**src/sv/sobel_edge_magnitude_assert.svh**
```systemverilog
// ----------------------------------------------------------------------------
// sobel edge magnitude assertion macros
// concurrent checks, disabled while the active-low reset is low
// ----------------------------------------------------------------------------
`ifndef SOBEL_EDGE_MAGNITUDE_ASSERT_SVH
`define SOBEL_EDGE_MAGNITUDE_ASSERT_SVH

// consequent checked in the same cycle as the antecedent
`define SEM_ASSERT_SAME(lbl, clk, rst_n, ante, cons, msg) \
    lbl: assert property (@(posedge clk) disable iff (!rst_n) (ante) |-> (cons)) \
        else $error(msg);

// consequent checked in the cycle after the antecedent
`define SEM_ASSERT_NEXT(lbl, clk, rst_n, ante, cons, msg) \
    lbl: assert property (@(posedge clk) disable iff (!rst_n) (ante) |=> (cons)) \
        else $error(msg);

`endif

```
**src/sv/sem_pkg.sv**
```systemverilog
// ----------------------------------------------------------------------------
// sem_pkg
// shared types and constants of the sobel edge magnitude block
// ----------------------------------------------------------------------------
`default_nettype none

package sem_pkg;

    localparam int MAX_WIDTH_DEF  = 1024;
    localparam int MAX_HEIGHT_DEF = 1024;
    localparam int CFG_W          = 11;
    localparam int MIN_SIZE       = 3;
    localparam int QUEUE_DEPTH    = 2;   // power of two

    localparam logic [CFG_W-1:0] SIZE_RESET = 11'd1024;

    // register index, taken from paddr[2]
    localparam logic REG_IMAGE_WIDTH  = 1'b0;
    localparam logic REG_IMAGE_HEIGHT = 1'b1;

    typedef logic [7:0] t_pix;

    // masked 3x3 neighborhood, index row*3+col
    typedef struct packed {
        t_pix [8:0] pix;
        logic       last;
    } t_entry;

    typedef struct packed {
        logic full;
        logic empty;
    } t_qstat;

endpackage

`default_nettype wire

```
**src/sv/sem_back.sv**
```systemverilog
// ----------------------------------------------------------------------------
// sem_back
// gradients, sum of squares, bit-serial root and output register
// ----------------------------------------------------------------------------
`default_nettype none

module sem_back (
    input  wire logic            i_clk,
    input  wire logic            i_rst_n,
    input  wire sem_pkg::t_qstat i_qstat,
    input  wire sem_pkg::t_entry i_entry,
    output logic                 o_pop,
    output logic                 o_valid,
    input  wire logic            i_ready,
    output logic [7:0]           o_magnitude,
    output logic                 o_last
);
    import sem_pkg::*;

    localparam logic [1:0] B_IDLE = 2'd0;
    localparam logic [1:0] B_SQ   = 2'd1;
    localparam logic [1:0] B_ROOT = 2'd2;
    localparam logic [1:0] B_DONE = 2'd3;

    logic [1:0]         r_state;
    logic signed [11:0] r_gx, r_gy;
    logic [20:0]        r_sq;
    logic [7:0]         r_root, r_bit;
    logic               r_last;
    logic               r_out_valid, r_out_last;
    logic [7:0]         r_out_mag;

    logic [9:0]         gx_pos, gx_neg, gy_pos, gy_neg;
    logic signed [23:0] px, py;
    logic [7:0]         trial;
    logic [15:0]        trial_sq;
    logic               load;

    // kernel sums, weights 1 2 1 on each side
    assign gx_pos = {2'b0, i_entry.pix[2]} + {1'b0, i_entry.pix[5], 1'b0}
                  + {2'b0, i_entry.pix[8]};
    assign gx_neg = {2'b0, i_entry.pix[0]} + {1'b0, i_entry.pix[3], 1'b0}
                  + {2'b0, i_entry.pix[6]};
    assign gy_pos = {2'b0, i_entry.pix[6]} + {1'b0, i_entry.pix[7], 1'b0}
                  + {2'b0, i_entry.pix[8]};
    assign gy_neg = {2'b0, i_entry.pix[0]} + {1'b0, i_entry.pix[1], 1'b0}
                  + {2'b0, i_entry.pix[2]};

    assign px       = r_gx * r_gx;
    assign py       = r_gy * r_gy;
    assign trial    = r_root | r_bit;
    assign trial_sq = trial * trial;

    assign o_pop = (r_state == B_IDLE) && !i_qstat.empty;
    assign load  = (r_state == B_DONE) && (!r_out_valid || i_ready);

    always_ff @(posedge i_clk) begin
        if (!i_rst_n) begin
            r_state <= B_IDLE;
        end else begin
            unique case (r_state)
                B_IDLE: if (o_pop) r_state <= B_SQ;
                B_SQ:   r_state <= B_ROOT;
                B_ROOT: if (r_bit[0]) r_state <= B_DONE;
                B_DONE: if (load) r_state <= B_IDLE;
                default: r_state <= B_IDLE;
            endcase
        end
    end

    always_ff @(posedge i_clk) begin
        if (o_pop) begin
            r_gx   <= $signed({2'b0, gx_pos}) - $signed({2'b0, gx_neg});
            r_gy   <= $signed({2'b0, gy_pos}) - $signed({2'b0, gy_neg});
            r_last <= i_entry.last;
        end
        if (r_state == B_SQ) begin
            r_sq   <= px[20:0] + py[20:0];
            r_root <= '0;
            r_bit  <= 8'h80;
        end
        // sums of 65536 and above saturate to 255 on their own
        if (r_state == B_ROOT) begin
            if ({5'b0, trial_sq} <= r_sq) r_root <= trial;
            r_bit <= r_bit >> 1;
        end
    end

    always_ff @(posedge i_clk) begin
        if (!i_rst_n) begin
            r_out_valid <= 1'b0;
        end else if (load) begin
            r_out_valid <= 1'b1;
        end else if (i_ready) begin
            r_out_valid <= 1'b0;
        end
    end

    always_ff @(posedge i_clk) begin
        if (load) begin
            r_out_mag  <= r_root;
            r_out_last <= r_last;
        end
    end

    assign o_valid     = r_out_valid;
    assign o_magnitude = r_out_mag;
    assign o_last      = r_out_last;

endmodule

`default_nettype wire
```
**config.mk**
```make
export PLATFORM = sky130hd
export DESIGN_NAME = sem_back
export DESIGN_NICKNAME = d
export VERILOG_FILES = /design/src/sv/sobel_edge_magnitude_assert.svh /design/src/sv/sem_pkg.sv /design/src/sv/sem_back.sv
export SDC_FILE = /design/constraint.sdc
export NUM_CORES = 1
export LEC_CHECK = 0
export BUFFER_PORTS_ARGS = -buffer_cell sky130_fd_sc_hd__buf_2
export CORE_UTILIZATION = 25
export CTS_CLUSTER_SIZE = 30
export DETAILED_ROUTE_END_ITERATION = 10
export GPL_TIMING_DRIVEN = 0
export PLACE_DENSITY = 0.37
export RECOVER_POWER = 50
export SYNTH_ARGS = -nofsm -noshare
export SYNTH_HDL_FRONTEND = slang
export SYNTH_SLANG_ARGS = --single-unit
```
**constraint.sdc**
```tcl
create_clock -name i_clk -period 10.88 [get_ports i_clk]
set_input_delay 0.544 -clock i_clk [delete_from_list [all_inputs] [get_ports i_clk]]
set_output_delay 0.544 -clock i_clk [all_outputs]
set_load 0.02 [all_outputs]
```
==> results of run 1 <==
[routing by layer]
metal / vias to the layer above / global-route usage [%] / share of wire, %
li1: 4428 / - / -
met1: 4676 / 14.7 / 45
met2: 74 / 21.7 / 52
met3: 17 / 1.59 / 2.5
met4: 0 / 2.66 / 1.2
met5: - / 0 / 0
[flip-flops by register name, indices dropped and copies added, names as in the netlist]
register and cells:
r_sq 21, r_gx 11, r_gy 11, o_magnitude 8, r_bit 8, r_root 8, r_state 2, o_last 1
o_valid 1, r_last 1
[stage by stage]
stage                     utilization, %  setup WS [ns]  instance area [um^2]
after floorplan                        -           4.56                 14500
after global placement              27.6           3.15                 15900
after detailed placement            27.6           3.15                 15900
after CTS                           28.1           3.13                 16200
after global routing                28.1           2.80                 16200
final                               28.1           3.29                 16200
[placed cells by master (no fill, tap or decap), types with 5 or more instances in the layout]
cell         n
and2_1      52
xor2_1      14
inv_1      448
edfxtp_1    60
dfxtp_1     12
a21o_1      11
nor3_1       5
nor2b_1     29
buf_2       69
o21a_1      11
nand2b_1     9
a22o_1       9
nand2_1     79
a21oi_1     33
fa_1       315
ha_1       147
clkbuf_1    35
xnor2_1     54
clkbuf_16    9
o21ai_0     20
nor2_1      70
[final cells by class]
type	count	share of cell area [%]
Buffer	25	0.627
Clock buffer	9	1.39
Clock inverter	7	0.379
Inverter	448	10.4
Multi-Input combinational cell	901	66.3
Sequential cell	72	12.6
Tap cell	765	5.92
Timing Repair Buffer	80	2.39
[worst paths after layout]
check / startpoint / end / slack [ns] / cells past startpoint
max: r_gx[2] / r_sq[19] / 3.29 / 22
min: i_entry[0] / r_last / 0.34 / 1
max reg2reg: r_gx[2] / r_sq[19] / 3.29 / 22
min reg2reg: r_last / o_last / 0.42 / 0
[kinds of logic after synthesis]
family / after synthesis / synth area share, %
xor+xnor: 68 / 4.10
fa+ha+maj: 462 / 56.0
simple gates: 260 / 8.58
buf+inv: 473 / 12.3
compound gates: 109 / 4.95
flops: 72 / 14.0
other cells: 2 / 0.0516
==> impl_metrics.json, run 1 <==
{
  "status": "finished, violations left",
  "violations": "max-capacitance violations, max-slew violations",
  "antenna_found_initial": 1,
  "wl_mm": 31.8,
  "clockBufferDepth": 2,
  "track_usage_pct": 11.9,
  "skew_ns": 0.0115,
  "ys_ff_latch": 72,
  "critPathTopFamily": "adder cells",
  "crit_required_ns": 11.01,
  "synthTopCellsByCount": "inv_1 (448), fa_1 (315), ha_1 (147), nand2_1 (79), nor2_1 (70)",
  "nFillCells": 6204,
  "cp_cell_sequence": "clkbuf_1, and2_1, fa_1, inv_1, fa_1, fa_1, inv_1, fa_1, inv_1, fa_1, fa_1, inv_1, fa_1, ha_1, a21o_1, a21oi_1, a31oi_1, o21ai_0, a21oi_1, a311oi_1, a21oi_1, xor2_1",
  "worst_slew_pin_slew_ns": 1.67,
  "drive_gt1_share_pct": 5.90,
  "core_um2": 57600,
  "clk_latency_ns": 0.39,
  "synth_area_leader_cell": "fa_1",
  "grt_pass1_wl_mm": 54.8,
  "htreeDepth": 3,
  "via_count": 9195,
  "instances_no_fill": 2307,
  "rsz0062_at_grt": "false",
  "synth_area_per_cell_um2": 10.1,
  "start_util_pct": 25.2,
  "path_max_fanout": 10,
  "vias_per_cell": 3.99,
  "timing.critical_path.mode_cell": "fa_1",
  "max_freq_mhz": 132,
  "startpoint_type": "flip-flop",
  "setup_tns_ns": 0,
  "worst-path-buf-inv": 5,
  "setup_viol": 0,
  "slew_viol_final": 24,
  "synth_edf_count": 60,
  "clkSinkCount": 72,
  "critical_path_class": "flip-flop to flip-flop",
  "yosysUniqueCellTypes": 46,
  "slew-limit-headroom_pct": -11.1,
  "async_flop_share_pct": 0,
  "dpl.cell_count": 2291,
  "synthesis.area_um2": 14500,
  "synth_nets": 1986,
  "yosysSeqAreaShare_pct": 14.0,
  "die_h_um": 243,
  "hold_buffers": 0,
  "multi_input_area_um2": 10700,
  "register_area_um2": 2040,
  "post-route-drc-count": 0,
  "arrival_ns": 7.73,
  "place_hpwl_mm": 27.9,
  "synthCells": 1446,
  "synth.top_cells.by_area": "fa_1 (43%), ha_1 (13%), edfxtp_1 (12%)",
  "grt_pass1_vias": 10700,
  "clkTransAtPathRegs_ns": 0.07,
  "grt_max_degree": 24,
  "cts_buffers": 9,
  "maxCapViolCount": 1,
  "cts_tree": "yes",
  "worstHoldPathType": "input pin to flip-flop",
  "avgRoutedWirePerCell_um": 13.8,
  "endpoint_kind": "flip-flop",
  "cts_setup_buffers": 0,
  "hold_viol_final": 0,
  "synth_top_area_share_pct": 43.4,
  "overflow": 0,
  "gp_congestion": 0.759,
  "io_buffers": 79,
  "ctsResizeCount": 0,
  "num_io_pins": 89,
  "slowest_stage": "clkbuf_1",
  "period_minus_slack_ns": 7.59,
  "fp-row-count": 88,
  "hold_slack_ns": 0.339,
  "fin_crit_sh_pct": 69.8,
  "drtIter0Drc": 302,
  "die_w_um": 243,
  "drtAntennaViolNets": 0,
  "antenna_cells": 0,
  "yosysMostFrequentCell": "inv_1",
  "cts-root-buf": "clkbuf_16",
  "area_growth_pct": 11.2,
  "drt_first_pass_iters": 4,
  "nNetsFinal": 2077,
  "design.die.area_um2": 59100,
  "cpPeakStageDelay_ns": 0.64,
  "ys.flop_type": "edfxtp_1",
  "ys_warn_count": 0
}
Power of run 1 is left out: the tool's default activity adds up to more than one toggle a clock period on the data nets, which glitch-free logic cannot reach.
==> run 2, diff against run 1 <==
- ABC_AREA: default -> 1
- PLACE_DENSITY: 0.37 -> 0.38
- clock period: 10.88 -> 6.5 ns (I/O delays scaled with it)
==> run 2 against run 1 <==
Effect of this change: the run still ends with max-capacitance violations, max-slew violations left; final cell count is 13% higher; worst hold slack worse by 0.19 ns; register-to-register slack worse by 3.1 ns; via count is 12% higher; synthesized area is 4.1% higher.
==> impl_metrics.json, run 2 <==
{
  "yosysSeqAreaShare_pct": 13.5,
  "slew_viol_final": 24,
  "core_um2": 59500,
  "grt_pass1_vias": 11300,
  "clkTransAtPathRegs_ns": 0.07,
  "startpoint_type": "flip-flop",
  "violations": "max-capacitance violations, max-slew violations",
  "cts-root-buf": "clkbuf_16",
  "drtIter0Drc": 291,
  "endpoint_kind": "flip-flop",
  "design.die.area_um2": 61600,
  "cpPeakStageDelay_ns": 0.63,
  "synthesis.area_um2": 15100,
  "grt_max_degree": 24,
  "place_hpwl_mm": 30.6,
  "nNetsFinal": 2359,
  "arrival_ns": 6.40,
  "synthTopCellsByCount": "inv_1 (563), fa_1 (315), nand2_1 (268), ha_1 (147), nor2_1 (89)",
  "start_util_pct": 25.5,
  "ys_ff_latch": 72,
  "drt_first_pass_iters": 4,
  "period_minus_slack_ns": 6.29,
  "slowest_stage": "fa_2",
  "crit_required_ns": 6.61,
  "synth_edf_count": 60,
  "fin_crit_sh_pct": 96.8,
  "worst-path-buf-inv": 10,
  "fin_util_pct": 29.1,
  "clk_latency_ns": 0.36,
  "timing.critical_path.mode_cell": "inv_1",
  "skew_ns": 0.00918,
  "path_depth": 23,
  "drtAntennaViolNets": 0,
  "hold_viol_final": 0,
  "io_buffers": 79,
  "async_flop_share_pct": 0,
  "area_growth_pct": 14.3,
  "synth_area_leader_cell": "fa_1",
  "status": "finished, violations left",
  "whs_path_depth": 1,
  "grt_pass1_wl_mm": 57.8,
  "num_io_pins": 89,
  "post-route-drc-count": 0,
  "htreeDepth": 3,
  "largestRegisters": "r_sq: 21 flops, r_gx: 11 flops, r_gy: 11 flops",
  "worst_slew_pin_slew_ns": 1.66,
  "overflow": 0,
  "synthCells": 1695,
  "avgRoutedWirePerCell_um": 13.3,
  "synth_nets": 2235,
  "final_common_cell": "inv_1",
  "ys.flop_type": "edfxtp_1",
  "synth.top_cells.by_area": "fa_1 (42%), inv_1 (14%), ha_1 (12%)",
  "max_freq_mhz": 159,
  "synth_area_per_cell_um2": 8.93,
  "ys_warn_count": 0,
  "setup_viol": 0,
  "vias_per_cell": 3.95,
  "drive_gt1_share_pct": 10.8,
  "cts_tree": "yes",
  "cp_cell_sequence": "buf_8, buf_4, nand2_1, inv_1, fa_2, inv_1, fa_1, fa_1, fa_1, fa_1, inv_1, fa_2, inv_1, fa_1, inv_1, ha_4, inv_1, nor3_2, inv_1, o211ai_1, inv_1, nand2_1, nand2_1",
  "wl_mm": 34.4,
  "clockBufferDepth": 2,
  "gp_congestion": 0.780,
  "slew-limit-headroom_pct": -10.6,
  "yosysMostFrequentCell": "inv_1",
  "via_count": 10300,
  "maxCapViolCount": 1,
  "largest_register": "r_sq",
  "worstHoldPathType": "input pin to flip-flop",
  "critical_path_class": "flip-flop to flip-flop",
  "final_cell_mix": "inv_1 (560), fa_1 (306), nand2_1 (263), ha_1 (140), nor2_1 (85)",
  "antenna_found_initial": 1,
  "path_max_fanout": 6,
  "hold_buffers": 0,
  "track_usage_pct": 12.0,
  "die_h_um": 248,
  "clkSinkCount": 72,
  "yosysUniqueCellTypes": 39,
  "largest_reg_flops": 21,
  "fp-row-count": 89,
  "reg2regPathDepth": 23,
  "synth_top_area_share_pct": 41.6,
  "cts_buffers": 9,
  "die_w_um": 248,
  "antenna_cells": 0,
  "critPathTopFamily": "adder cells"
}
-- run 2: cell types whose count changed in the layout (fill, tap and decap cells not counted), sizes merged, moves of 24 or more --
cell   before  now
nand2      79  275
and2       54    0
xnor2      54   15
buf        70  111
inv       453  570
nor2b      29    0
nand3       4   28
-- run 2: logic make-up after synthesis --
kind of cell / after synthesis / share of synthesized area (%)
simple gates: 418 / 11.2
flops: 72 / 13.5
buf+inv: 593 / 14.8
other cells: 2 / 0.0496
xor+xnor: 51 / 2.95
fa+ha+maj: 462 / 53.8
compound gates: 97 / 3.73
-- run 2: worst paths after layout --
kind              startpoint  endpoint  slack, ns
setup / recovery    r_gx[10]  r_sq[20]       0.21
hold / removal    i_entry[0]    r_last       0.14
setup reg to reg    r_gx[10]  r_sq[20]       0.21
hold reg to reg       r_last    o_last       0.43
-- run 2: final cells by class --
type                    count  area, um^2
repair buffers            114         671
plain buffers              21         150
multi-input cells        1030       11000
repair inverters            1        7.51
clock inverters             6        55.1
clock buffers              10         250
inverters                 570        2150
flip-flops and latches     72        2040
fillers                  6418       42200
well taps                 773         967
-- run 2: worst register-to-register path, stage by stage, from the launching register on --
cell	delay, ns
edfxtp_1	0.46
buf_8	0.17
buf_4	0.16
nand2_1	0.12
inv_1	0.11
fa_2	0.63
inv_1	0.13
fa_1	0.47
fa_1	0.45
fa_1	0.52
fa_1	0.55
inv_1	0.06
fa_2	0.57
inv_1	0.06
fa_1	0.49
inv_1	0.07
ha_4	0.27
inv_1	0.06
nor3_2	0.25
inv_1	0.06
o211ai_1	0.21
inv_1	0.06
nand2_1	0.06
nand2_1	0.05
-- run 2: repair_timing --
item	in CTS	in global routing
endpoints found under the setup margin	9	15
resized for setup	25	64
setup buffers	6	28
cloned	1	0
pin swaps	0	19
-- run 2: routing by layer --
| layer | global-route usage (%) | part of all wire (%) |
|---|---|---|
| met5 | 0 | 0 |
| met4 | 2.08 | 0.78 |
| met3 | 1.39 | 1.8 |
| met2 | 21.7 | 51 |
| met1 | 15.5 | 47 |
-- run 2: through the flow --
step / TNS [ns] / hold WS (ns) / worst slack, ns / std cells / area [um^2]
final: 0 / 0.144 / 0.210 / 2597 / 17300
after global routing: -0.0205 / 0.124 / -0.0205 / 2597 / 17300
after CTS: -0.0353 / 0.127 / -0.0353 / 2569 / 16900
after detailed placement: -2.57 / 0.412 / -0.557 / 2548 / 16500
after global placement: -2.56 / 0.407 / -0.573 / 2547 / 16500
after floorplan: 0 / 0.400 / 0.508 / 1695 / 15100
Power of run 2 is left out for the same reason.
==> run 3, diff against run 2 <==
- BUFFER_PORTS_ARGS: -buffer_cell sky130_fd_sc_hd__buf_2 -> -buffer_cell sky130_fd_sc_hd__buf_4
==> run 3 against run 2 <==
Effect of this change: the run still ends with max-capacitance violations, max-slew violations left; clock-buffer cell count stayed put; die area stayed put; design area is 0.90% higher; sequential share of layout area is 0.10 points lower; clock skew is 0.0030 ns higher; largest cell class unchanged; critical endpoint unchanged; global-route usage is 0.25 points higher; maximum frequency is 0.17% lower.
==> impl_metrics.json, run 3 (synthesized netlist as in run 2, its figures left out) <==
{
  "status": "finished, violations left",
  "violations": "max-capacitance violations, max-slew violations",
  "worstHoldPathType": "input pin to flip-flop",
  "clkTransAtPathRegs_ns": 0.07,
  "die_w_um": 248,
  "cts_buffers": 9,
  "antenna_cells": 0,
  "path_max_fanout": 5,
  "drtAntennaViolNets": 0,
  "period_minus_slack_ns": 6.30,
  "rrSetupSlack_ns": 0.20,
  "dpl.cell_count": 2548,
  "slew_viol_final": 24,
  "largest_register": "r_sq",
  "avgRoutedWirePerCell_um": 13.3,
  "track_usage_pct": 12.3,
  "start_util_pct": 25.5,
  "setup_viol": 0,
  "startpoint_type": "flip-flop",
  "placed_area_um2": 16700,
  "antenna_found_initial": 0,
  "overflow": 0,
  "hold_viol_final": 0,
  "core_um2": 59500,
  "place_hpwl_mm": 31.0,
  "skew_ns": 0.0122,
  "drtIter0Drc": 289,
  "io_buffers": 79,
  "arrival_ns": 6.40,
  "final_common_cell": "inv_1",
  "final_cell_mix": "inv_1 (560), fa_1 (308), nand2_1 (265), ha_1 (142), buf_4 (102)",
  "critical_path_class": "flip-flop to flip-flop",
  "gp_congestion": 0.753,
  "clk_latency_ns": 0.36,
  "register_area_um2": 2040,
  "nFillCells": 6446,
  "multi_input_area_um2": 11000,
  "slew-limit-headroom_pct": -10.7,
  "drive_gt1_share_pct": 10.5,
  "grt_max_degree": 24,
  "die_h_um": 248,
  "fin_util_pct": 29.4,
  "num_io_pins": 89,
  "cts_tree": "yes",
  "max_freq_mhz": 159,
  "nNetsFinal": 2361,
  "grt_pass1_wl_mm": 59.1,
  "area_growth_pct": 15.3,
  "wl_mm": 34.7,
  "design_area_um2": 17500,
  "largestRegisters": "r_sq: 21 flops, r_gx: 11 flops, r_gy: 11 flops",
  "htreeDepth": 3,
  "fin_crit_sh_pct": 96.9,
  "via_count": 10200,
  "maxCapViolCount": 1,
  "endpoint_kind": "flip-flop",
  "worst_slew_pin_slew_ns": 1.66,
  "fp-row-count": 89,
  "design.die.area_um2": 61600,
  "pre_cts_ws_ns": -0.598,
  "vias_per_cell": 3.92,
  "clockBufferDepth": 2,
  "hold_buffers": 0,
  "crit_required_ns": 6.60,
  "largest_reg_flops": 21,
  "grt_pass1_vias": 11600,
  "cts-root-buf": "clkbuf_16",
  "drt_first_pass_iters": 4,
  "clkSinkCount": 72,
  "post-route-drc-count": 0,
  "worst_slack_ns": 0.199,
  "instances_no_fill": 2599
}
[run 3: worst paths after layout]
path | end | depth (start not counted) | start
max | r_sq[20] | 22 | r_gx[10]
min | r_last | 1 | i_entry[0]
max reg2reg | r_sq[20] | 22 | r_gx[10]
min reg2reg | o_last | 0 | r_last
[run 3: cell type report]
type | instances | area share (%)
Buffer | 20 | 0.810
Sequential cell | 72 | 11.7
Clock buffer | 10 | 1.43
Clock inverter | 6 | 0.315
Inverter | 570 | 12.3
Multi-Input combinational cell | 1030 | 62.8
Timing Repair Buffer | 118 | 5.05
Tap cell | 773 | 5.54
[run 3: worst max-delay path, cell delays in order (launching register included)]
cell and delay, ns:
edfxtp_1 0.41, clkbuf_8 0.18, nand2_1 0.07, fa_1 0.56
inv_1 0.06, fa_2 0.64, clkinvlp_4 0.20, buf_4 0.17
buf_4 0.13, fa_1 0.48, fa_1 0.50, fa_1 0.56
fa_1 0.42, inv_1 0.10, fa_2 0.51, ha_4 0.33
inv_1 0.06, nor3_2 0.22, inv_1 0.06, o211ai_1 0.20
inv_1 0.06, nand2_1 0.06, nand2_1 0.05
[run 3: what timing repair did]
item / CTS / global route
resized for setup: 25 / 49
setup buffers: 12 / 26
endpoints found under the setup margin: 8 / 14
pin swaps: 1 / 9
[run 3: per-stage QoR]
step / TNS, ns / hold WS [ns]
4_1_cts: 0 / 0.117
5_1_grt: -0.0213 / 0.156
3_3_place_gp: -3.06 / 0.403
2_1_floorplan: 0 / 0.400
3_5_place_dp: -2.96 / 0.407
6_report: 0 / 0.167
[run 3: layer usage]
metal	wire, um	track usage (%)	part of all wire [%]	up-vias
met5	0	0	0	-
met4	438	2.19	1.3	0
met3	569	1.29	1.6	20
met2	17500	22.4	51	100
met1	16200	15.7	47	4922
li1	-	-	-	5140
Power of run 3 is left out for the same reason.
