<file path="config.mk">
export PLATFORM = sky130hd
export DESIGN_NAME = sem_queue
export DESIGN_NICKNAME = d
export VERILOG_FILES = /design/src/sv/sobel_edge_magnitude_assert.svh /design/src/sv/sem_pkg.sv /design/src/sv/sem_queue.sv
export SDC_FILE = /design/constraint.sdc
export NUM_CORES = 1
export LEC_CHECK = 0
export BUFFER_PORTS_ARGS = -buffer_cell sky130_fd_sc_hd__buf_2
export CAP_MARGIN = 20
export CORE_MARGIN = 4
export CORE_UTILIZATION = 45
export CTS_CLUSTER_DIAMETER = 60
export DETAILED_ROUTE_END_ITERATION = 16
export PLACE_DENSITY = 0.83
export SLEW_MARGIN = 20
export SYNTH_ARGS = -nofsm -noshare
export SYNTH_HDL_FRONTEND = slang
export SYNTH_SLANG_ARGS = --single-unit
</file>
<file path="constraint.sdc">
create_clock -name i_clk -period 4.6 [get_ports i_clk]
set_input_delay 0.92 -clock i_clk [delete_from_list [all_inputs] [get_ports i_clk]]
set_output_delay 0.92 -clock i_clk [all_outputs]
set_load 0.005 [all_outputs]
</file>
<file path="src/sv/sobel_edge_magnitude_assert.svh">
// ----------------------------------------------------------------------------
// sobel edge magnitude assertion macros
// concurrent checks, disabled while the active-low reset is low
// ----------------------------------------------------------------------------
`ifndef SOBEL_EDGE_MAGNITUDE_ASSERT_SVH
`define SOBEL_EDGE_MAGNITUDE_ASSERT_SVH

// consequent checked in the same cycle as the antecedent
`define SEM_ASSERT_SAME(lbl, clk, rst_n, ante, cons, msg) \
    lbl: assert property (@(posedge clk) disable iff (!rst_n) (ante) |-> (cons)) \
        else $error(msg);

// consequent checked in the cycle after the antecedent
`define SEM_ASSERT_NEXT(lbl, clk, rst_n, ante, cons, msg) \
    lbl: assert property (@(posedge clk) disable iff (!rst_n) (ante) |=> (cons)) \
        else $error(msg);

`endif

</file>
<file path="src/sv/sem_pkg.sv">
// ----------------------------------------------------------------------------
// sem_pkg
// shared types and constants of the sobel edge magnitude block
// ----------------------------------------------------------------------------
`default_nettype none

package sem_pkg;

    localparam int MAX_WIDTH_DEF  = 1024;
    localparam int MAX_HEIGHT_DEF = 1024;
    localparam int CFG_W          = 11;
    localparam int MIN_SIZE       = 3;
    localparam int QUEUE_DEPTH    = 2;   // power of two

    localparam logic [CFG_W-1:0] SIZE_RESET = 11'd1024;

    // register index, taken from paddr[2]
    localparam logic REG_IMAGE_WIDTH  = 1'b0;
    localparam logic REG_IMAGE_HEIGHT = 1'b1;

    typedef logic [7:0] t_pix;

    // masked 3x3 neighborhood, index row*3+col
    typedef struct packed {
        t_pix [8:0] pix;
        logic       last;
    } t_entry;

    typedef struct packed {
        logic full;
        logic empty;
    } t_qstat;

endpackage

`default_nettype wire

</file>
<file path="src/sv/sem_queue.sv">
// ----------------------------------------------------------------------------
// sem_queue
// short window queue between front and back
// ----------------------------------------------------------------------------
`default_nettype none

module sem_queue #(
    parameter int DEPTH = 2
) (
    input  wire logic            i_clk,
    input  wire logic            i_rst_n,
    input  wire logic            i_push,
    input  wire sem_pkg::t_entry i_entry,
    input  wire logic            i_pop,
    output sem_pkg::t_entry      o_entry,
    output sem_pkg::t_qstat      o_qstat
);
    import sem_pkg::*;

    localparam int PW = $clog2(DEPTH);
    localparam int CW = $clog2(DEPTH+1);

    t_entry        r_mem [DEPTH];
    logic [PW-1:0] r_wp, r_rp;
    logic [CW-1:0] r_cnt;

    always_ff @(posedge i_clk) begin
        if (!i_rst_n) begin
            r_wp  <= '0;
            r_rp  <= '0;
            r_cnt <= '0;
        end else begin
            if (i_push) r_wp <= r_wp + PW'(1);
            if (i_pop)  r_rp <= r_rp + PW'(1);
            if (i_push && !i_pop)      r_cnt <= r_cnt + CW'(1);
            else if (i_pop && !i_push) r_cnt <= r_cnt - CW'(1);
        end
    end

    always_ff @(posedge i_clk) begin
        if (i_push) r_mem[r_wp] <= i_entry;
    end

    assign o_entry = r_mem[r_rp];
    assign o_qstat = '{full: (r_cnt == CW'(DEPTH)), empty: (r_cnt == '0)};

endmodule

`default_nettype wire

</file>
==> results of run 1 <==
[power breakdown]
part	switching, W	total [W]	internal (W)
sequential	0.0000426	0.00163	0.00159
clock	0.000499	0.00141	0.000915
combinational	0.000109	0.000251	0.000143
total	0.000650	0.00330	0.00265
[layout make-up]
type	instances	area (sq um)	area share
inverters	1	3.754	0.0005368
clock buffers	21	450.4	0.06441
repair buffers	152	763.2	0.1091
well taps	147	183.9	0.02630
clock inverters	11	156.4	0.02237
multi-input cells	89	947.2	0.1354
flip-flops and latches	151	4488	0.6418
[synthesized netlist by cell type, drive strengths merged]
cell	n
a21boi	1
and2	4
and2b	1
buf	8
dfxtp	5
edfxtp	146
ha	1
inv	1
mux2	73
nor2	1
nor2b	2
o21a	1
o21ai	1
or3	1
xnor2	1
xor2	2
[logic make-up (layout without fill, tap and decap cells)]
group / count (synthesis) / after routing / share of synthesized area
XOR/XNOR: 3 / 3 / 0.004768
buffers and inverters: 9 / 185 / 0.01635
AND/OR/NAND/NOR: 9 / 9 / 0.01021
flip-flops: 151 / 151 / 0.8136
adder cells (fa/ha/maj): 1 / 1 / 0.002270
AO/OA/AOI/OAI: 3 / 3 / 0.003632
multiplexers: 73 / 73 / 0.1491
[through the flow]
stage | utilization | hold slack [ps] | instance area (sq um) | worst slack, ps | total power (W)
2_1_floorplan | - | 466.2 | 5514 | 1316 | 0.001790
3_3_place_gp | 0.5317 | 477.8 | 6386 | 2045 | 0.001904
3_5_place_dp | 0.5317 | 502.1 | 6386 | 2006 | 0.001917
4_1_cts | 0.5822 | 513.5 | 6993 | 1628 | 0.003331
5_1_grt | 0.5822 | 539.4 | 6993 | 1575 | 0.003435
6_report | 0.5822 | 514.4 | 6993 | 1678 | 0.003298
[cell usage in the layout, fill, tap and decap left out]
cell type,count
a21boi_1,1
xor2_1,2
xnor2_1,1
buf_2,151
clkbuf_16,17
and2b_2,1
clkinv_1,1
buf_4,1
bufinv_16,4
edfxtp_1,146
dfxtp_1,4
or3_1,1
ha_1,1
nor2b_4,1
o21ai_0,1
nor2b_1,1
dfxtp_4,1
clkbuf_1,3
clkbuf_8,1
nor2_1,1
inv_1,1
mux2_2,73
o21a_1,1
and2_4,1
clkinvlp_4,1
clkinv_2,5
and2_1,3
[worst paths after layout]
check / to / slack [ps] / cells past startpoint
setup / recovery: o_entry[70] / 1680 / 2
hold / removal: r_cnt[1] / 510 / 2
setup reg to reg: r_mem[0][65] / 2790 / 2
hold reg to reg: r_cnt[1] / 510 / 2
[worst register-to-register path: stages (launching register included)]
cell	delay, ps
dfxtp_1	340
nor2b_4	290
buf_4	770
[layer usage]
metal  share of wire  vias to the layer above
met1            0.40                     1380
li1                -                     1310
met4           0.015                        0
met3           0.058                       12
met2            0.52                       98
met5               0                        -
[state kept, by name, summed over array words and instances, names as in the netlist, named ones only]
signal / cells
r_mem: 146
r_rp: 1
r_cnt: 2
r_wp: 1
==> summary.md, run 1 <==
| Metric | Value |
|---|---|
| Status | finished clean |
| Min cycle time layout | 2922 ps |
| HPWL Detailed | 6.204 mm |
| Height of the chip | 118.7 um |
| Crit path DAT | 2000 ps |
| Average wire per standard cell | 17.40 um |
| Clock Skews | 3.360 ps |
| Top Usage Layer GRT | met2 |
| Total clock buffers created by CTS | 17 |
| Worst-path clk slew | 60 ps |
| Critical-path top delay cell | dfxtp_4 |
| PD cells | 471.7 nW/um^2 |
| Max Cap Violations | 0 |
| H-Tree Depth | 4 |
| CP Capture Type | output pin |
| Via Count | 2,800 |
| Root Buffer | clkbuf_16 |
| WP buf/inv | 1 |
| I/O pins | 152 |
| Die width | 118.7 um |
| Setup Buffers After CTS | 0 |
| Final Max Tran Viols | 0 |
| Placed cell count | 540 |
| # port buffers | 151 |
| Site Rows | 40 |
| M3 GR Usage | 0.04641 |
| Required time of the critical path | 3680 ps |
| Synth Instances | 249 |
| Die area | 14,080 sq um |
| Cell area after synthesis | 5512 sq um |
| Achievable clock frequency | 342.2 MHz |
| Top cells by area, synth | edfxtp_1, mux2_2, dfxtp_1, buf_6, and2_1 |
| N_diodes | 0 |
| Pleak | 2.647 nW |
| Synth warn | 0 |
| Crit Path Class | reg -> out |
| CTS tree | built |
| Grt total ovfl | 0 |
| Area growth syn-to-layout | 26.88% |
| Synth area leader | edfxtp_1 |
| First-pass GRT wire length | 15.84 mm |
| Routing usage on met1 | 0.1712 |
| RePlAce Congestion | 0.6883 |
| Setup violations, final | 0 |
| Layout fillers | 931 |
| Via/cell ratio | 4.895 |
| DR DRC count | 0 |
| Post_cts resized | 0 |
| Seq/Total Area, Yosys | 0.8136 |
| Met2 Track Usage GR | 0.2519 |
| Worst Hold Class | reg -> reg |
| Startpoint types | flip-flop |
| Slew margin rel. | 0.3290 |
| Final period utilization | 0.6352 |
| RSZ-0062 raised after global routing | false |
| Share of cells above drive strength 1 | 0.6047 |
| Clk_lat worst skew | 410 ps |
| Worst path cell trace | mux2_2 -> buf_2 |
| Worst-Margin Slew | 1006 ps |
| Drt first pass iters | 4 |
| Synth Register Bits | 151 |
| Post-route non-filler standard cell count | 572 |
| Mapped Avg Cell Area | 22.13 sq um |
| Initial DRC count | 167 |
| Initial antenna violation count | 0 |
| CORE AREA | 12,010 sq um |
| Worst r2r src | r_wp |
| Largest net degree at the start of global routing | 74 |
| Sink Count | 151 |
| Final hold violation count | 0 |
| Area share of the largest cell type after synthesis | 0.7955 |
| Post-route setup TNS | 0 ps |
| Top delay family on crit path | flip-flops |
| Peak VDD IR | 259.1 uV |
| Total Wirelength | 9.954 mm |
| DRT antenna net count | 0 |
| Initial Util | 0.4589 |
| GR Util All Layers | 0.1477 |
| Vias in the first global route | 3,059 |
| Hold buffers post-CTS | 0 |
| Maximum clock path buffer count | 2 |
| Syn_nets | 327 |
| CP Max Fanout | 73 |
| Hold Startpoint | r_cnt[1] |
| Nets | 490 |
| CP peak stage delay | 1000 ps |
| Netlist cell types | 17 |
No activity file was read; power rests on OpenSTA's default activity.
==> run 2, diff against run 1 <==
--- a/config.mk
+++ b/config.mk
@@ -11,7 +11,7 @@
 export CORE_UTILIZATION = 45
 export CTS_CLUSTER_DIAMETER = 60
 export DETAILED_ROUTE_END_ITERATION = 16
-export PLACE_DENSITY = 0.83
+export PLACE_DENSITY = 0.8
 export SLEW_MARGIN = 20
 export SYNTH_ARGS = -nofsm -noshare
 export SYNTH_HDL_FRONTEND = slang
==> constraint.sdc (replaced) <==
create_clock -name i_clk -period 2.8 [get_ports i_clk]
set_input_delay 0.56 -clock i_clk [delete_from_list [all_inputs] [get_ports i_clk]]
set_output_delay 0.56 -clock i_clk [all_outputs]
set_load 0.005 [all_outputs]
==> summary.md, run 2 (synthesized netlist as in run 1, its figures left out) <==
| Metric | Value |
|---|---|
| Status | finished clean (unchanged) |
| # port buffers | 151 (unchanged) |
| Min cycle time layout | 2317 ps |
| PD cells | 762.2 nW/um^2 (was 471.7 nW/um^2) |
| RSZ-0062 raised after global routing | false (unchanged) |
| Final period utilization | 0.8276 |
| Flop pwr share | 0.495 (about the same) |
| Reg with most FFs | r_mem (unchanged) |
| Final hold violation count | 0 (unchanged) |
| Slew margin rel. | 0.6456 (was 0.3290) |
| Crit path to | o_entry[70] (unchanged) |
| Worst-path clk slew | 60 ps (about the same) |
| Peak VDD IR | 483.4 uV (was 259.1 uV) |
| Via Count | 2,785 (was 2,800) |
| Max Cap Violations | 0 (unchanged) |
| Die area | 14,080 sq um (unchanged) |
| Root Buffer | clkbuf_16 (unchanged) |
| Maximum clock path buffer count | 2 (unchanged) |
| Die width | 118.7 um (unchanged) |
| Post_cts resized | 0 (unchanged) |
| Placed Area | 6441 sq um (was 6386 sq um) |
| Worst R2R End | r_mem[1][56] (was r_mem[0][65]) |
| First-pass GRT wire length | 15.57 mm (was 15.84 mm) |
| Achievable clock frequency | 431.6 MHz |
| Initial Util | 0.4589 (unchanged) |
| Via/cell ratio | 4.852 (was 4.895) |
| Sw Ratio | 0.1941 (was 0.1972) |
| Combinational Power Share | 0.084 (was 0.076) |
| DR DRC count | 0 (unchanged) |
| Largest register FFs | 146 (unchanged) |
| Biggest regs | r_mem: 146 flops, r_cnt: 2 flops (unchanged) |
| Pleak | 2.659 nW (was 2.647 nW) |
| CP Max Fanout | 22 (was 73) |
| R2R cell count | 2 (unchanged) |
| Area growth syn-to-layout | 27.56% (was 26.88%) |
| Net Switching | 0.001040 W (was 0.0006504 W) |
| Initial DRC count | 162 (was 167) |
| Worst-Margin Slew | 531.5 ps (was 1006 ps) |
| Grt total ovfl | 0 (unchanged) |
| Post-route cell area | 7030 sq um (was 6993 sq um) |
| GR Util All Layers | 0.1440 (was 0.1477) |
| Height of the chip | 118.7 um (unchanged) |
| Site Rows | 40 (unchanged) |
| Crit Path Class | reg -> out (unchanged) |
| Startpoint types | flip-flop (unchanged) |
| Worst r2r src | r_wp (unchanged) |
| Share of cells above drive strength 1 | 0.6019 (was 0.6047) |
| CP Capture Type | output pin (unchanged) |
| CTS tree | built (unchanged) |
| Clock Skews | 6.099 ps (was 3.360 ps) |
| Required time of the critical path | 2240 ps (was 3680 ps) |
| Placed cell count | 544 (was 540) |
| Vias in the first global route | 3,018 (was 3,059) |
| Clk_lat worst skew | 410 ps (about the same) |
| N_diodes | 0 (unchanged) |
| Drt first pass iters | 4 (unchanged) |
| Total Wirelength | 9.746 mm (was 9.954 mm) |
| Total clock buffers created by CTS | 17 (unchanged) |
| Average wire per standard cell | 16.98 um (was 17.40 um) |
| R2r setup slk | 1260 ps (was 2790 ps) |
| Setup Buffers After CTS | 0 (unchanged) |
| Commonest non-fill, non-tap cell in the layout | buf_2 (unchanged) |
| Hold buffers post-CTS | 0 (unchanged) |
| RePlAce Congestion | 0.6788 (was 0.6883) |
| Setup violations, final | 0 (unchanged) |
| Post-route non-filler standard cell count | 574 (was 572) |
| Sink Count | 151 (unchanged) |
| Initial antenna violation count | 0 (unchanged) |
| I/O pins | 152 (unchanged) |
| Largest net degree at the start of global routing | 38 (was 74) |
| Clock share of power | 0.421 (was 0.429) |
| H-Tree Depth | 4 (unchanged) |
| HPWL Detailed | 6.712 mm (was 6.204 mm) |
| Nets | 494 (was 490) |
| Most frequent cells in the layout | buf_2, edfxtp_1, mux2_2, clkbuf_16, clkinv_1 (was buf_2, edfxtp_1, mux2_2, clkbuf_16, clkinv_2) |
| Post-route setup TNS | 0 ps (unchanged) |
| CORE AREA | 12,010 sq um (unchanged) |
| Pint | 0.004319 W (was 0.002648 W) |
| Crit path DAT | 1760 ps (was 2000 ps) |
| Worst Hold Class | in -> reg (was reg -> reg) |
| Final Max Tran Viols | 0 (unchanged) |
| DRT antenna net count | 0 (unchanged) |
[run 2: cell count changes in the layout (fill, tap and decap cells not counted)]
cell      change
buf_12        +2
buf_4         +2
clkbuf_1      -2
clkbuf_8      -1
clkinv_1      +4
clkinv_2      -4
clkinv_4      +1
[run 2: layout make-up]
| cell class | count | area (sq um) |
|---|---|---|
| fill | 904 | 4981 |
| sequential | 151 | 4488 |
| multi-input combinational | 89 | 947.2 |
| timing repair buffer | 156 | 818.3 |
| clock buffer | 18 | 429.2 |
| tap | 147 | 183.9 |
| clock inverter | 12 | 160.2 |
| inverter | 1 | 3.754 |
[run 2: how the worst min path moves through the flow]
stage,slack [ps],startpoint,cells past startpoint,endpoint
5_1_grt,320,i_entry[34],1,r_mem[0][34]
3_5_place_dp,530,r_cnt[1],2,r_cnt[1]
4_1_cts,320,i_entry[34],1,r_mem[1][34]
3_3_place_gp,480,r_cnt[1],2,r_cnt[1]
6_report,340,i_entry[25],1,r_mem[1][25]
2_1_floorplan,470,r_cnt[1],2,r_cnt[1]
[run 2: layer usage]
metal,track usage,share of wire,vias to the layer above
li1,-,-,1320
met1,0.1623,0.39,1352
met2,0.2465,0.53,100
met3,0.05407,0.071,13
met4,0.05865,0.015,0
met5,0,0,-
[run 2: metrics by stage]
stage	total power [W]	setup slack (ps)	utilization	hold slack (ps)
floorplan	0.002940	99.15	-	466.2
global placement	0.003135	926.5	0.5363	475.9
detailed placement	0.003160	890.0	0.5363	526.3
CTS	0.005434	437.4	0.5853	315.5
global route	0.005591	386.2	0.5853	319.9
finish	0.005359	482.8	0.5853	343.2
[run 2: critical path, cell delays in order, from the launching register on]
cell	delay (ps)
dfxtp_4	530
buf_4	310
mux2_2	370
buf_2	130
[run 2: power groups by stage]
stage | Sequential [W] | Combinational (W) | Clock (W)
2_1_floorplan | 0.00268 | 0.000259 | 0
3_3_place_gp | 0.00269 | 0.000442 | 0
3_5_place_dp | 0.00270 | 0.000458 | 0
4_1_cts | 0.00266 | 0.000462 | 0.00232
5_1_grt | 0.00266 | 0.000497 | 0.00243
6_report | 0.00265 | 0.000450 | 0.00225
==> run 3, diff against run 2 <==
--- a/config.mk
+++ b/config.mk
@@ -11,7 +11,7 @@
 export CORE_UTILIZATION = 45
 export CTS_CLUSTER_DIAMETER = 60
 export DETAILED_ROUTE_END_ITERATION = 16
-export PLACE_DENSITY = 0.8
+export PLACE_DENSITY = 0.83
 export SLEW_MARGIN = 20
 export SYNTH_ARGS = -nofsm -noshare
 export SYNTH_HDL_FRONTEND = slang
==> constraint.sdc (replaced) <==
create_clock -name i_clk -period 2.1 [get_ports i_clk]
set_input_delay 0.42 -clock i_clk [delete_from_list [all_inputs] [get_ports i_clk]]
set_output_delay 0.42 -clock i_clk [all_outputs]
set_load 0.005 [all_outputs]
==> summary.md, run 3 (synthesized netlist as in run 1, its figures left out) <==
| Metric | Value |
|---|---|
| Via/cell ratio | 4.939 (was 4.852) |
| Post-route cell area | 7042 sq um (was 7030 sq um) |
| Slew margin rel. | 0.7652 (was 0.6456) |
| Height of the chip | 118.7 um (unchanged) |
| Commonest non-fill, non-tap cell in the layout | buf_2 (unchanged) |
| Net Switching | 0.001413 W (was 0.001040 W) |
| PD cells | 986.9 nW/um^2 (was 762.2 nW/um^2) |
| Site Rows | 40 (unchanged) |
| Final period utilization | 0.9537 |
| Final hold violation count | 0 (unchanged) |
| Status | finished clean (unchanged) |
| H-Tree Depth | 4 (unchanged) |
| Crit path DAT | 1580 ps (was 1760 ps) |
| Setup violations, final | 0 (unchanged) |
| Worst-path clk slew | 50 ps (was 60 ps) |
| Clock share of power | 0.401 (was 0.421) |
| Total clock buffers created by CTS | 17 (unchanged) |
| Largest register FFs | 146 (unchanged) |
| CORE AREA | 12,010 sq um (unchanged) |
| # port buffers | 151 (unchanged) |
| Share of cells above drive strength 1 | 0.6093 (was 0.6019) |
| GR Util All Layers | 0.1503 (was 0.1440) |
| N_diodes | 0 (unchanged) |
| Final Max Tran Viols | 0 (unchanged) |
| Average wire per standard cell | 17.77 um (was 16.98 um) |
| Fin util | 0.5863 (was 0.5853) |
| Total Wirelength | 10.26 mm (was 9.746 mm) |
| Initial antenna violation count | 0 (unchanged) |
| Startpoint types | flip-flop (unchanged) |
| Post-route non-filler standard cell count | 577 (was 574) |
| Required time of the critical path | 1680 ps (was 2240 ps) |
| Reg with most FFs | r_mem (unchanged) |
| Achievable clock frequency | 499.3 MHz |
| Maximum clock path buffer count | 2 (unchanged) |
| Worst Hold Class | in -> reg (unchanged) |
| Pint | 0.005536 W (was 0.004319 W) |
| Sink Count | 151 (unchanged) |
| Max Cap Violations | 0 (unchanged) |
| Hold_ws | 201.0 ps (was 343.2 ps) |
| Largest net degree at the start of global routing | 62 (was 38) |
| Clock Skews | 7.589 ps (was 6.099 ps) |
| Peak VDD IR | 561.3 uV (was 483.4 uV) |
| Die width | 118.7 um (unchanged) |
| CP Max Fanout | 34 (was 22) |
| Grt total ovfl | 0 (unchanged) |
| Crit Path Class | reg -> out (unchanged) |
| HPWL Detailed | 6.867 mm (was 6.712 mm) |
| Flop pwr share | 0.508 (was 0.495) |
| Most frequent cells in the layout | buf_2, edfxtp_1, mux2_2, clkbuf_16, buf_12 (was buf_2, edfxtp_1, mux2_2, clkbuf_16, clkinv_1) |
| Placed Area | 6486 sq um (was 6441 sq um) |
| Area growth syn-to-layout | 27.76% (was 27.56%) |
| Root Buffer | clkbuf_16 (unchanged) |
| Sw Ratio | 0.2034 (was 0.1941) |
| Initial DRC count | 129 (was 162) |
| DR DRC count | 0 (unchanged) |
| I/O pins | 152 (unchanged) |
| Placed cell count | 545 (was 544) |
| Combinational Power Share | 0.091 (was 0.084) |
| Nets | 495 (was 494) |
| DRT antenna net count | 0 (unchanged) |
| Setup Buffers After CTS | 0 (unchanged) |
| RSZ-0062 raised after global routing | false (unchanged) |
| Clk_lat worst skew | 400 ps (was 410 ps) |
| First-pass GRT wire length | 15.95 mm (was 15.57 mm) |
| Initial Util | 0.4589 (unchanged) |
| Post-route setup TNS | 0 ps (unchanged) |
| Hold buffers post-CTS | 0 (unchanged) |
| CP Capture Type | output pin (unchanged) |
| Drt first pass iters | 4 (unchanged) |
| Min cycle time layout | 2003 ps |
| Pleak | 2.662 nW (was 2.659 nW) |
| Post_cts resized | 0 (unchanged) |
| Die area | 14,080 sq um (unchanged) |
| RePlAce Congestion | 0.7397 (was 0.6788) |
| Vias in the first global route | 3,104 (was 3,018) |
| Worst-Margin Slew | 352.3 ps (was 531.5 ps) |
| Via Count | 2,850 (was 2,785) |
| CTS tree | built (unchanged) |
| Biggest regs | r_mem: 146 flops, r_cnt: 2 flops (unchanged) |
[run 3: cell types whose count changed in the layout (fill, tap and decap cells not counted)]
cell | previous run | this run
clkbuf_1 | 1 | 4
buf_4 | 3 | 1
clkbuf_8 | 0 | 3
clkinvlp_4 | 1 | 2
clkinv_2 | 1 | 4
bufinv_16 | 4 | 1
buf_12 | 2 | 5
clkinv_1 | 5 | 0
[run 3: worst max-delay path, cell delays in order (launching register included)]
cell	delay, ps
dfxtp_4	420
buf_12	220
mux2_2	370
buf_2	130
[run 3: worst paths after layout]
kind                     from            to  slack [ps]  depth (start not counted)
setup / recovery    flip-flop   o_entry[23]         100                          3
hold / removal    i_entry[31]  r_mem[0][31]         200                          1
hold reg to reg      r_cnt[1]      r_cnt[1]         550                          2
setup reg to reg         r_wp  r_mem[1][30]         760                          2
[run 3: power by group through the flow]
| stage | combinational (W) | clock, W | sequential (W) |
|---|---|---|---|
| after floorplan | 0.000346 | 0 | 0.00357 |
| after global placement | 0.000628 | 0 | 0.00358 |
| after detailed placement | 0.000645 | 0 | 0.00359 |
| after CTS | 0.000649 | 0.00286 | 0.00353 |
| after global routing | 0.000693 | 0.00301 | 0.00354 |
| final | 0.000634 | 0.00279 | 0.00353 |
[run 3: metrics by stage]
step | total power [W] | setup WS [ps]
after CTS | 0.007038 | 58.19
after global routing | 0.007239 | 35.31
after global placement | 0.004207 | 522.5
after detailed placement | 0.004237 | 507.6
after floorplan | 0.003918 | 132.6
final | 0.006949 | 97.21
[run 3: layout make-up]
type	count	area [sq um]
Clock buffer	24	481.7
Clock inverter	8	73.82
Fill cell	916	4970
Inverter	1	3.754
Multi-Input combinational cell	89	947.2
Sequential cell	151	4488
Tap cell	147	183.9
Timing Repair Buffer	157	863.3
[run 3: metal layers]
metal | wire length (um) | up-vias | global-route usage
met2 | 5275 | 123 | 0.2579
met3 | 669 | 22 | 0.04928
met5 | 0 | - | 0
li1 | - | 1320 | -
met4 | 200 | 0 | 0.06300
met1 | 4111 | 1385 | 0.1729
